## config.mk

```make
export PLATFORM = sky130hd
export DESIGN_NAME = ble_cmd_fifo
export DESIGN_NICKNAME = d
export VERILOG_FILES = /design/src/sv/ble_pkg.sv /design/src/sv/ble_cmd_fifo.sv
export VERILOG_INCLUDE_DIRS = /design/src /design/src/sv
export SDC_FILE = /design/constraint.sdc
export NUM_CORES = 1
export LEC_CHECK = 0
export BUFFER_PORTS_ARGS = -buffer_cell sky130_fd_sc_hd__buf_2
export CORE_MARGIN = 2
export CORE_UTILIZATION = 40
export CTS_CLUSTER_DIAMETER = 50
export DETAILED_ROUTE_END_ITERATION = 6
export MAX_ROUTING_LAYER = met4
export PLACE_DENSITY = 0.62
export SETUP_SLACK_MARGIN = 0.3
export SYNTH_ARGS = -nofsm -noshare
export SYNTH_HDL_FRONTEND = slang
export SYNTH_SLANG_ARGS = --single-unit
export TNS_END_PERCENT = 10
```

## constraint.sdc

```tcl
create_clock -name clk -period 4.55 [get_ports clk]
set_input_delay 0.455 -clock clk [delete_from_list [all_inputs] [get_ports clk]]
set_output_delay 0.455 -clock clk [all_outputs]
set_load 0.005 [all_outputs]
```

## src/sv/assert_macros.svh

```systemverilog
// ----------------------------------------------------------------------------
// assert_macros.svh
// Assertion shorthands shared by the burst length estimator modules.
// ----------------------------------------------------------------------------
`ifndef ASSERT_MACROS_SVH
`define ASSERT_MACROS_SVH

// Property that must hold at every clock edge out of reset.
`define BLE_ASSERT(name, clk, rst_n, prop, msg) \
    name: assert property (@(posedge clk) disable iff (!rst_n) (prop)) else $error(msg);

// Antecedent in this cycle implies consequent in the next one.
`define BLE_ASSERT_NEXT(name, clk, rst_n, ante, cons, msg) \
    name: assert property (@(posedge clk) disable iff (!rst_n) (ante) |=> (cons)) \
        else $error(msg);

`endif

```

## src/sv/ble_pkg.sv

```systemverilog
// ----------------------------------------------------------------------------
// ble_pkg
// Types and constants of the burst length estimator.
// ----------------------------------------------------------------------------
package ble_pkg;

    localparam int SAMPLE_BITS    = 16;
    localparam int COUNT_BITS     = 32;
    localparam int MAX_BURSTS     = 20;
    localparam int BURST_BITS     = 5;
    localparam int FRAC_BITS      = 16;
    localparam int MEAN_BITS      = COUNT_BITS + 8;
    localparam int RANGE_BITS     = SAMPLE_BITS + 1;
    localparam int THR_BITS       = SAMPLE_BITS + 2;
    localparam int PROD_BITS      = 2 * RANGE_BITS;
    localparam int CFG_INDEX_BITS = 2;
    localparam int CFG_DATA_BITS  = 16;
    localparam int QUEUE_DEPTH    = 4;

    localparam logic [2:0] OP_RANGE = 3'd0;
    localparam logic [2:0] OP_BEGIN = 3'd1;
    localparam logic [2:0] OP_RUN   = 3'd2;
    localparam logic [2:0] OP_END   = 3'd3;
    localparam logic [2:0] OP_CLEAR = 3'd4;

    localparam logic [CFG_INDEX_BITS-1:0] REG_LOW_FRACTION  = 2'd0;
    localparam logic [CFG_INDEX_BITS-1:0] REG_HIGH_FRACTION = 2'd1;

    localparam logic [FRAC_BITS-1:0] LOW_FRACTION_RESET  = 16'd13107;
    localparam logic [FRAC_BITS-1:0] HIGH_FRACTION_RESET = 16'd52429;

    typedef enum logic [2:0] {
        CMD_RANGE,
        CMD_BEGIN,
        CMD_RUN,
        CMD_END,
        CMD_CLEAR
    } cmd_kind_t;

    typedef struct packed {
        cmd_kind_t                      kind;
        logic signed [SAMPLE_BITS-1:0]  sample;
    } cmd_t;

    typedef struct packed {
        logic [2:0]                     opcode;
        logic signed [SAMPLE_BITS-1:0]  sample;
    } in_item_t;

    typedef struct packed {
        logic [MEAN_BITS-1:0]           mean_length;
        logic [BURST_BITS-1:0]          burst_count;
        logic                           no_bursts;
        logic signed [SAMPLE_BITS-1:0]  range_min;
        logic signed [SAMPLE_BITS-1:0]  range_max;
    } out_item_t;

    typedef enum logic [2:0] {
        ST_IDLE,
        ST_MUL_LO,
        ST_MUL_HI,
        ST_THR_HI,
        ST_DIV,
        ST_OUT
    } back_state_t;

    typedef struct packed {
        logic pop;
        logic div_start;
        logic load;
    } back_ctl_t;

endpackage

```

## src/sv/ble_cmd_fifo.sv

```systemverilog
// ----------------------------------------------------------------------------
// ble_cmd_fifo
// Short command queue between the classifying front and the executing back.
// ----------------------------------------------------------------------------
`include "assert_macros.svh"

module ble_cmd_fifo (
    input  logic           clk,
    input  logic           rst_n,
    input  logic           enq,
    input  ble_pkg::cmd_t  enq_cmd,
    output logic           full,
    input  logic           deq,
    output ble_pkg::cmd_t  deq_cmd,
    output logic           empty
);

    localparam int PTR_BITS = $clog2(ble_pkg::QUEUE_DEPTH);
    localparam int CNT_BITS = $clog2(ble_pkg::QUEUE_DEPTH + 1);

    ble_pkg::cmd_t        slot_reg [ble_pkg::QUEUE_DEPTH];
    logic [PTR_BITS-1:0]  wr_ptr_reg;
    logic [PTR_BITS-1:0]  rd_ptr_reg;
    logic [CNT_BITS-1:0]  count_reg;
    logic [CNT_BITS-1:0]  count_next;

    assign full    = (count_reg == CNT_BITS'(ble_pkg::QUEUE_DEPTH));
    assign empty   = (count_reg == '0);
    assign deq_cmd = slot_reg[rd_ptr_reg];

    always_comb
    begin
        count_next = count_reg;
        if (enq && !(deq && !empty))
        begin
            count_next = count_reg + 1'b1;
        end
        else if (!enq && deq && !empty)
        begin
            count_next = count_reg - 1'b1;
        end
    end

    always_ff @(posedge clk or negedge rst_n)
    begin
        if (!rst_n)
        begin
            wr_ptr_reg <= '0;
            rd_ptr_reg <= '0;
            count_reg  <= '0;
        end
        else
        begin
            count_reg <= count_next;
            if (enq)
            begin
                wr_ptr_reg <= wr_ptr_reg + 1'b1;
            end
            if (deq && !empty)
            begin
                rd_ptr_reg <= rd_ptr_reg + 1'b1;
            end
        end
    end

    always_ff @(posedge clk)
    begin
        if (enq)
        begin
            slot_reg[wr_ptr_reg] <= enq_cmd;
        end
    end

    `BLE_ASSERT(a_no_enq_when_full, clk, rst_n, !(enq && full), "enqueue into full queue")

endmodule

```

==> results of run 1 <==
==> power groups by stage <==
stage                     clock network (mW)  logic, mW  registers [mW]
after detailed placement                   0      0.632            1.14
after global routing                   0.673      0.689            1.15
after floorplan                            0      0.463            1.07
final                                  0.627      0.615            1.12
after global placement                     0      0.627            1.13
after CTS                              0.643      0.635            1.12
==> layer usage <==
layer / track usage, % / wire length, µm / vias to the layer above
met1: 17.4 / 2420 / 759
met5: - / 0 / -
met4: 6.16 / 108 / 0
met3: 2.81 / 234 / 10
li1: - / - / 705
met2: 21.5 / 2580 / 37
==> cells by family after synthesis <==
group                      after synthesis  share of synthesized area [%]
muxes                                   19                           13.3
buffers and inverters                    9                           1.63
xor gates and xnor gates                 4                           1.09
AOI/OAI and AO/OA                        9                           1.75
adders and majority gates                5                           2.18
DFF                                     83                           76.3
and+or+nand+nor                         22                           3.77
==> path summary, 6_finish.rpt <==
path	from	end	slack, ps
worst max-delay path	rd_ptr_reg[0]$_DFFE_PN0P_	deq_cmd[9]	2160
worst min register to register	wr_ptr_reg[0]$_DFFE_PN0P_	wr_ptr_reg[0]$_DFFE_PN0P_	520
max in group asynchronous	rst_n	wr_ptr_reg[0]$_DFFE_PN0P_	3920
worst max register to register	count_reg[1]$_DFFE_PN0P_	count_reg[2]$_DFFE_PN0P_	2340
worst min-delay path	enq_cmd[7]	slot_reg[3][7]$_DFFE_PP_	330
min in group asynchronous	rst_n	count_reg[0]$_DFFE_PN0P_	470
==> through the flow <==
stage                     worst slack, ps  area (µm²)  std cells  utilization, %
after floorplan                      2470        3220        151               -
after detailed placement             2330        3530        291            45.4
final                                2160        3780        308            48.7
after global placement               2410        3530        291            45.4
after CTS                            2100        3780        308            48.7
after global routing                 2010        3780        308            48.7
==> cells in the mapped netlist <==
library cell | number | area share, %
xnor2_1 | 2 | 0.54
dfrtp_1 | 7 | 5.4
mux4_2 | 19 | 13
or3_1 | 1 | 0.19
clkbuf_1 | 1 | 0.12
o21ai_0 | 1 | 0.16
nand2b_1 | 5 | 0.97
nor2_1 | 3 | 0.35
o211ai_1 | 2 | 0.47
a211oi_1 | 1 | 0.23
nand2_1 | 3 | 0.35
o22ai_1 | 1 | 0.19
inv_1 | 3 | 0.35
nor3_1 | 1 | 0.16
buf_2 | 3 | 0.47
a21oi_1 | 1 | 0.16
buf_6 | 2 | 0.70
o21a_1 | 1 | 0.23
fa_1 | 1 | 0.62
and2_1 | 5 | 0.97
or4_1 | 1 | 0.23
edfxtp_1 | 76 | 71
ha_1 | 4 | 1.6
o21ai_1 | 2 | 0.31
nand3b_1 | 1 | 0.23
xor2_1 | 2 | 0.54
nand3_1 | 2 | 0.31
==> cell type report <==
cell class	instances	area, µm²	share of cell area [%]
clock buffers	11	131	3.47
multi-input cells	59	711	18.8
inverters	3	11.3	0.298
repair buffers	45	233	6.15
clock inverters	5	110	2.91
flip-flops and latches	83	2460	65.0
well taps	102	128	3.38
==> impl_metrics.ini, run 1 <==
[outcome]
run_status = finished clean

[critical_path]
critical_path.max_fanout = 17
max_stage_delay_ps = 560
crit_family = multiplexers
critical-path-slowest-cell = mux4_2
crit_path_cell_trace = buf_4 > mux4_2 > buf_2
data_arrival_at_the_endpoint_of_the_critical_path_ps = 1940
criticalPathCategory = reg2out
cells_on_worst_reg2reg_path = 6
cp.depth = 3
critical_path.startpoint_type = flop
cp-end-kind = primary output
required_ps = 4090
timing.critical_path.buf_inv = 2

[clocking]
postCtsSetupBuffers = 0
cts.root.buffer_cell = clkbuf_8
worst_setup_hold_path_clk_slew_ps = 80
cts_hold_repair.buffers = 1
tritoncts = done
clkLatencyLatePin_ps = 340
cts_inserted_buffers = 9
cts_repair_resizes = 0
cts-htree-levels = 3
tritoncts_num_sinks = 83
cts.path.max_buffers = 2

[cells_and_area]
most_common_library_cell_in_the_layout_ignoring_fill_and_taps = edfxtp_1
fin_nets = 229
final_cell_mix = edfxtp_1 (76), buf_2 (43), mux4_2 (19), clkbuf_8 (9), dfrtp_1 (7)
largest_register_ffs = 76
drive_gt1_share_pct = 37.4
antennaDiodeCount = 0
filler_cell_count = 695
areaGrowthSynthToFinish_pct = 17.4

[sta]
skew_ps = 10.5
period_share_pct = 52.6
rsz0062_at_grt = no
timing.final.setup_violations = 0
final_hold_viol_count = 0
slew-limit-headroom_pct = 29.3
final-max-slew-violation-count = 0
fin_crit_ps = 2390
setup_tns_ps = 0
max_clock_freq_mhz = 418
worst_hold_slack_ps = 327
transition_time_at_the_pin_with_the_least_slew_margin_ps = 1060

[floorplanning]
fp.dieArea_um2 = 8790
i_o_pins = 44
rows = 32
die_height_um = 93.7
initial_utilization_pct = 41.5
core-area_um2 = 7770
die_width_um = 93.7

[routing]
drt-total-wl_um = 5340
drt-vias-per-instance = 4.91
post_drt_wl_per_cell_um = 17.3
post-route-drc-count = 0
dr_total_vias = 1511
postRouteAntennaNets = 0
drt_iter0_markers = 73
drt_pre_antenna_iters = 4

[power_and_ir_drop]
power_per_cell_area_nw_per_um2 = 624
p_leak_nw = 1.33
finalPower_mw = 2.36
power.sequential.fraction_pct = 47.4
internal-power_mw = 1.71
p_sw_share_pct = 27.6
clkPwrFrac_pct = 26.6
p_comb_share_pct = 26.1
ir_worst_vdd_uv = 336
p_sw_mw = 0.652

[worst_hold_path]
min_path_type = in2reg
hold_depth = 1

[job]
drv.max_cap_violation_count = 0

[grt]
maximum_number_of_pins_on_one_net_before_global_route_repair = 21
grt_use_total_pct = 13.7
number_of_antenna_violations_at_the_first_check_in_global_routing = 0
grt_pass1_vias = 1625
globalRoute.totalOverflow = 0
grt_first_pass_wirelength_um = 8470

[logic_synthesis]
synth_seq_area_share_pct = 76.3
post_synth_inst_count = 151
ys_seq_elements = 83
synth.lib_cells_used.distinct = 27
synthesis.area_per_instance_um2 = 21.3
synth_fp_nets = 179
synthesis.area_um2 = 3220
yosys_warnings = 0

[placed_design]
gp_routability_congestion = 0.717
hpwl_um = 3200
port_buffers = 43
Note: power is estimated with default switching activity, not from simulation.
==> run 2: changes to the inputs <==
--- a/config.mk
+++ b/config.mk
@@ -12,7 +12,7 @@
 export CTS_CLUSTER_DIAMETER = 50
 export DETAILED_ROUTE_END_ITERATION = 6
 export MAX_ROUTING_LAYER = met4
-export PLACE_DENSITY = 0.62
+export PLACE_DENSITY = 0.64
 export SETUP_SLACK_MARGIN = 0.3
 export SYNTH_ARGS = -nofsm -noshare
 export SYNTH_HDL_FRONTEND = slang
==> constraint.sdc (replaced) <==
create_clock -name clk -period 2.2 [get_ports clk]
set_input_delay 0.22 -clock clk [delete_from_list [all_inputs] [get_ports clk]]
set_output_delay 0.22 -clock clk [all_outputs]
set_load 0.005 [all_outputs]
==> impl_metrics.ini, run 2 (synthesis gave the netlist of run 1 again) <==
[outcome]
run_status = finished clean

[clocking]
cts-htree-levels = 3
worst_setup_hold_path_clk_slew_ps = 80
cts_inserted_buffers = 9
cts.path.max_buffers = 2
clkLatencyLatePin_ps = 350
tritoncts_num_sinks = 83
tritoncts = done
cts.root.buffer_cell = clkbuf_8

[placed_design]
dpl_cell_area_um2 = 3630
hpwl_um = 3510
post-place-cells = 301
gp_routability_congestion = 0.691
place_worst_setup_slack_ps = 184
port_buffers = 43

[critical_path]
required_ps = 2460
crit_path_cell_trace = or3_4 > nand2_4 > nand2_2 > fa_2 > or4_1 > o211ai_1
critical_path.startpoint_type = flop
max_stage_delay_ps = 410
cp-end-kind = flop
worst_r2r_endpoint = count_reg[2]$_DFFE_PN0P_
critical_path.max_fanout = 3
setup.reg_to_reg.worst_slack_ps = 290
data_arrival_at_the_endpoint_of_the_critical_path_ps = 2170
crit-reg2reg-launch = count_reg[0]$_DFFE_PN0P_
cells_on_worst_reg2reg_path = 6
critical-path-slowest-cell = dfrtp_2
crit_path_end = count_reg[2]$_DFFE_PN0P_
criticalPathCategory = reg2reg
crit_start = count_reg[0]$_DFFE_PN0P_

[power_and_ir_drop]
ir_worst_vdd_uv = 463
power_per_cell_area_nw_per_um2 = 1260
p_leak_nw = 1.42

[routing]
dr_total_vias = 1613
postRouteAntennaNets = 0
post_drt_wl_per_cell_um = 16.4
drt_iter0_markers = 91
drt-vias-per-instance = 4.93
drt-total-wl_um = 5380
post-route-drc-count = 0
drt_pre_antenna_iters = 4

[sta]
rsz0062_at_grt = yes
timing.final.setup_violations = 0
fin_crit_ps = 1910
setup_tns_ps = 0
max_clock_freq_mhz = 523
slew-limit-headroom_pct = 73.1
finalWorstSetupSlack_ps = 289
transition_time_at_the_pin_with_the_least_slew_margin_ps = 403
final-max-slew-violation-count = 0
worst_hold_slack_ps = 81.9
final_hold_viol_count = 0
period_share_pct = 86.9
skew_ps = 10.3

[worst_hold_path]
min_path_type = in2reg

[job]
drv.max_cap_violation_count = 0

[cells_and_area]
fin_cells = 327
antennaDiodeCount = 0
most_common_library_cell_in_the_layout_ignoring_fill_and_taps = edfxtp_1
filler_cell_count = 657
multi_input_area_um2 = 728
largest_register_ffs = 76
final_cell_mix = edfxtp_1 (76), buf_2 (43), mux4_2 (19), buf_4 (18), clkbuf_8 (9)
final_design_area_no_fill_um2 = 3940
areaGrowthSynthToFinish_pct = 22.2
drive_gt1_share_pct = 46.2
ff_latch_area_um2 = 2460
fin_nets = 248

[grt]
grt_pass1_vias = 1630
number_of_antenna_violations_at_the_first_check_in_global_routing = 0
grt_first_pass_wirelength_um = 8280
grt_use_total_pct = 13.7
maximum_number_of_pins_on_one_net_before_global_route_repair = 17
globalRoute.totalOverflow = 0

[floorplanning]
fp.dieArea_um2 = 8790
initial_utilization_pct = 41.5
die_width_um = 93.7
die_height_um = 93.7
core-area_um2 = 7770
i_o_pins = 44
rows = 32
==> run 2: metrics by stage <==
stage	util (%)	total power, mW
floorplan	-	3.20
global placement	46.8	3.74
detailed placement	46.8	3.78
CTS	50.5	5.00
global route	50.7	5.23
finish	50.7	4.95
==> run 2: what timing repair did <==
| item | in CTS | in global routing |
|---|---|---|
| buffers inserted | 6 | 2 |
| hold buffers | 1 | 0 |
| endpoints found under the hold margin | 7 | 0 |
| cloned | 1 | 0 |
| endpoints found under the setup margin | 20 | 21 |
| resized for setup | 3 | 0 |
| pin swaps | 3 | 2 |
==> run 2: layer usage <==
metal	routed length [µm]	track usage (%)
met1	2280	16.4
met2	2750	22.0
met3	220	2.65
met4	133	7.97
met5	0	-
==> run 2: worst min-delay path by stage <==
stage	depth (start not counted)	slack [ps]	endpoint	from
6_report	1	80	slot_reg[3][7]$_DFFE_PP_	enq_cmd[7]
5_1_grt	1	80	slot_reg[0][16]$_DFFE_PP_	enq_cmd[16]
4_1_cts	1	70	slot_reg[3][7]$_DFFE_PP_	enq_cmd[7]
3_5_place_dp	1	70	count_reg[2]$_DFFE_PN0P_	rst_n
3_3_place_gp	1	70	count_reg[2]$_DFFE_PN0P_	rst_n
2_1_floorplan	0	-80	count_reg[0]$_DFFE_PN0P_	rst_n
==> run 2: cell type report <==
type | count | share of cell area [%]
sequential | 83 | 62.6
inverter | 3 | 0.286
timing repair buffer | 64 | 10.5
tap | 102 | 3.24
clock buffer | 9 | 3.15
multi-input combinational | 59 | 18.5
clock inverter | 7 | 1.75
==> run 2: critical path, delay by kind of cell (launching register included) <==
kind	cells	cell delay [ps]
flops	1	410
compound gates	1	90
fa+ha+maj	1	390
simple gates	4	930
==> run 2: power breakdown <==
part	leakage [nW]	internal [mW]	switching [mW]	total, mW
logic	0.549	0.951	0.772	1.72
clock network	0.0982	0.520	0.522	1.04
registers	0.777	2.09	0.0988	2.18
total	1.42	3.56	1.39	4.95
==> run 3: changes to the inputs <==
--- a/config.mk
+++ b/config.mk
@@ -12,7 +12,7 @@
 export CTS_CLUSTER_DIAMETER = 50
 export DETAILED_ROUTE_END_ITERATION = 6
 export MAX_ROUTING_LAYER = met4
-export PLACE_DENSITY = 0.64
+export PLACE_DENSITY = 0.62
 export SETUP_SLACK_MARGIN = 0.3
 export SYNTH_ARGS = -nofsm -noshare
 export SYNTH_HDL_FRONTEND = slang
==> constraint.sdc (replaced) <==
create_clock -name clk -period 2.34 [get_ports clk]
set_input_delay 0.234 -clock clk [delete_from_list [all_inputs] [get_ports clk]]
set_output_delay 0.234 -clock clk [all_outputs]
set_load 0.005 [all_outputs]
==> impl_metrics.ini, run 3 (synthesis gave the netlist of run 1 again) <==
[outcome]
run_status = finished clean

[sta]
rsz0062_at_grt = yes
finalWorstSetupSlack_ps = 350
max_clock_freq_mhz = 503
setup_tns_ps = 0
final-max-slew-violation-count = 0
timing.final.setup_violations = 0
fin_crit_ps = 1990
period_share_pct = 85.0
slew-limit-headroom_pct = 72.8
skew_ps = 10.1
final_hold_viol_count = 0
transition_time_at_the_pin_with_the_least_slew_margin_ps = 408

[critical_path]
worst_r2r_endpoint = count_reg[2]$_DFFE_PN0P_
data_arrival_at_the_endpoint_of_the_critical_path_ps = 2240
critical_path.max_fanout = 4
criticalPathCategory = reg2reg
cells_on_worst_reg2reg_path = 6
crit_start = count_reg[2]$_DFFE_PN0P_
crit_path_end = count_reg[2]$_DFFE_PN0P_
cp-end-kind = flop
required_ps = 2590
crit-reg2reg-launch = count_reg[2]$_DFFE_PN0P_
setup.reg_to_reg.worst_slack_ps = 350
critical_path.startpoint_type = flop

[power_and_ir_drop]
p_sw_share_pct = 28.3
power.sequential.fraction_pct = 45.6
clkPwrFrac_pct = 21.6
p_leak_nw = 1.38
p_comb_share_pct = 32.9
finalPower_mw = 4.50
ir_worst_vdd_uv = 488
p_sw_mw = 1.27
power_per_cell_area_nw_per_um2 = 1160
internal-power_mw = 3.23

[clocking]
cts.root.buffer_cell = clkbuf_8
cts.path.max_buffers = 2
cts_inserted_buffers = 9
worst_setup_hold_path_clk_slew_ps = 90
cts-htree-levels = 3
clkLatencyLatePin_ps = 340
tritoncts = done
tritoncts_num_sinks = 83

[grt]
globalRoute.totalOverflow = 0
maximum_number_of_pins_on_one_net_before_global_route_repair = 17
grt_pass1_vias = 1560
number_of_antenna_violations_at_the_first_check_in_global_routing = 0
grt_use_total_pct = 12.9
grt_first_pass_wirelength_um = 7980

[cells_and_area]
final_cell_mix = edfxtp_1 (76), buf_2 (43), mux4_2 (19), buf_4 (12), clkbuf_8 (9)
antennaDiodeCount = 0
fin_nets = 242
finish.utilization_pct = 49.8
drive_gt1_share_pct = 43.8
most_common_library_cell_in_the_layout_ignoring_fill_and_taps = edfxtp_1
areaGrowthSynthToFinish_pct = 20.0
largest_register_ffs = 76
fin_cells = 321

[floorplanning]
i_o_pins = 44
fp.dieArea_um2 = 8790
rows = 32
core-area_um2 = 7770
die_width_um = 93.7
die_height_um = 93.7
initial_utilization_pct = 41.5

[worst_hold_path]
hp-start = enq_cmd[10]
min_path_type = in2reg

[routing]
drt_pre_antenna_iters = 4
drt-total-wl_um = 5180
postRouteAntennaNets = 0
post_drt_wl_per_cell_um = 16.1
drt_iter0_markers = 153
dr_total_vias = 1572
drt-vias-per-instance = 4.90
post-route-drc-count = 0

[job]
drv.max_cap_violation_count = 0

[placed_design]
port_buffers = 43
hpwl_um = 3400
gp_routability_congestion = 0.681
post-place-cells = 301
place_worst_setup_slack_ps = 186
## run 3: worst min-delay path by stage
stage                                     end  slack (ps)  cells after the start
global placement     count_reg[0]$_DFFE_PN0P_          80                      1
CTS                 slot_reg[2][16]$_DFFE_PP_          80                      1
finish              slot_reg[3][10]$_DFFE_PP_         100                      1
detailed placement   count_reg[0]$_DFFE_PN0P_         100                      1
global route         slot_reg[3][0]$_DFFE_PP_          80                      1
floorplan            count_reg[0]$_DFFE_PN0P_         -60                      0
## run 3: final cells by class
| cell class | count | area (µm²) |
|---|---|---|
| multi-input cells | 59 | 729 |
| clock inverters | 7 | 67.6 |
| repair buffers | 58 | 347 |
| flip-flops and latches | 83 | 2460 |
| well taps | 102 | 128 |
| fillers | 662 | 3900 |
| inverters | 3 | 11.3 |
| clock buffers | 9 | 124 |
## run 3: metal layers
metal / wire length, µm / global-route usage (%)
met5: 0 / -
met4: 79 / 5.80
met3: 156 / 3.69
met2: 2590 / 19.5
met1: 2350 / 16.4
## run 3: critical path: stages, from the launching register on
cell and delay, ps:
dfrtp_2 410, or3_4 420, nand2_4 90, nand2_1 80
fa_2 400, or4_4 420, o211ai_1 100
## run 3: per-stage QoR
step | hold WS [ps] | cell area, µm²
after floorplan | -61.6 | 3220
after global placement | 80.4 | 3620
after detailed placement | 97.5 | 3620
after CTS | 84.0 | 3850
after global routing | 76.3 | 3870
final | 101 | 3870
## run 3: what timing repair did
action	4_1_cts	5_1_grt
hold endpoints to repair	7	0
gates resized for setup	4	3
hold buffers	1	0
buffers inserted	2	1
endpoints found under the setup margin	2	12
pin swaps	0	3
## run 3: power by group through the flow
stage	clock (mW)	sequential (mW)	combinational (mW)
finish	0.970	2.05	1.48
global route	1.07	2.08	1.63
CTS	1.00	2.05	1.48
detailed placement	0	2.11	1.41
global placement	0	2.09	1.40
floorplan	0	2.09	0.903
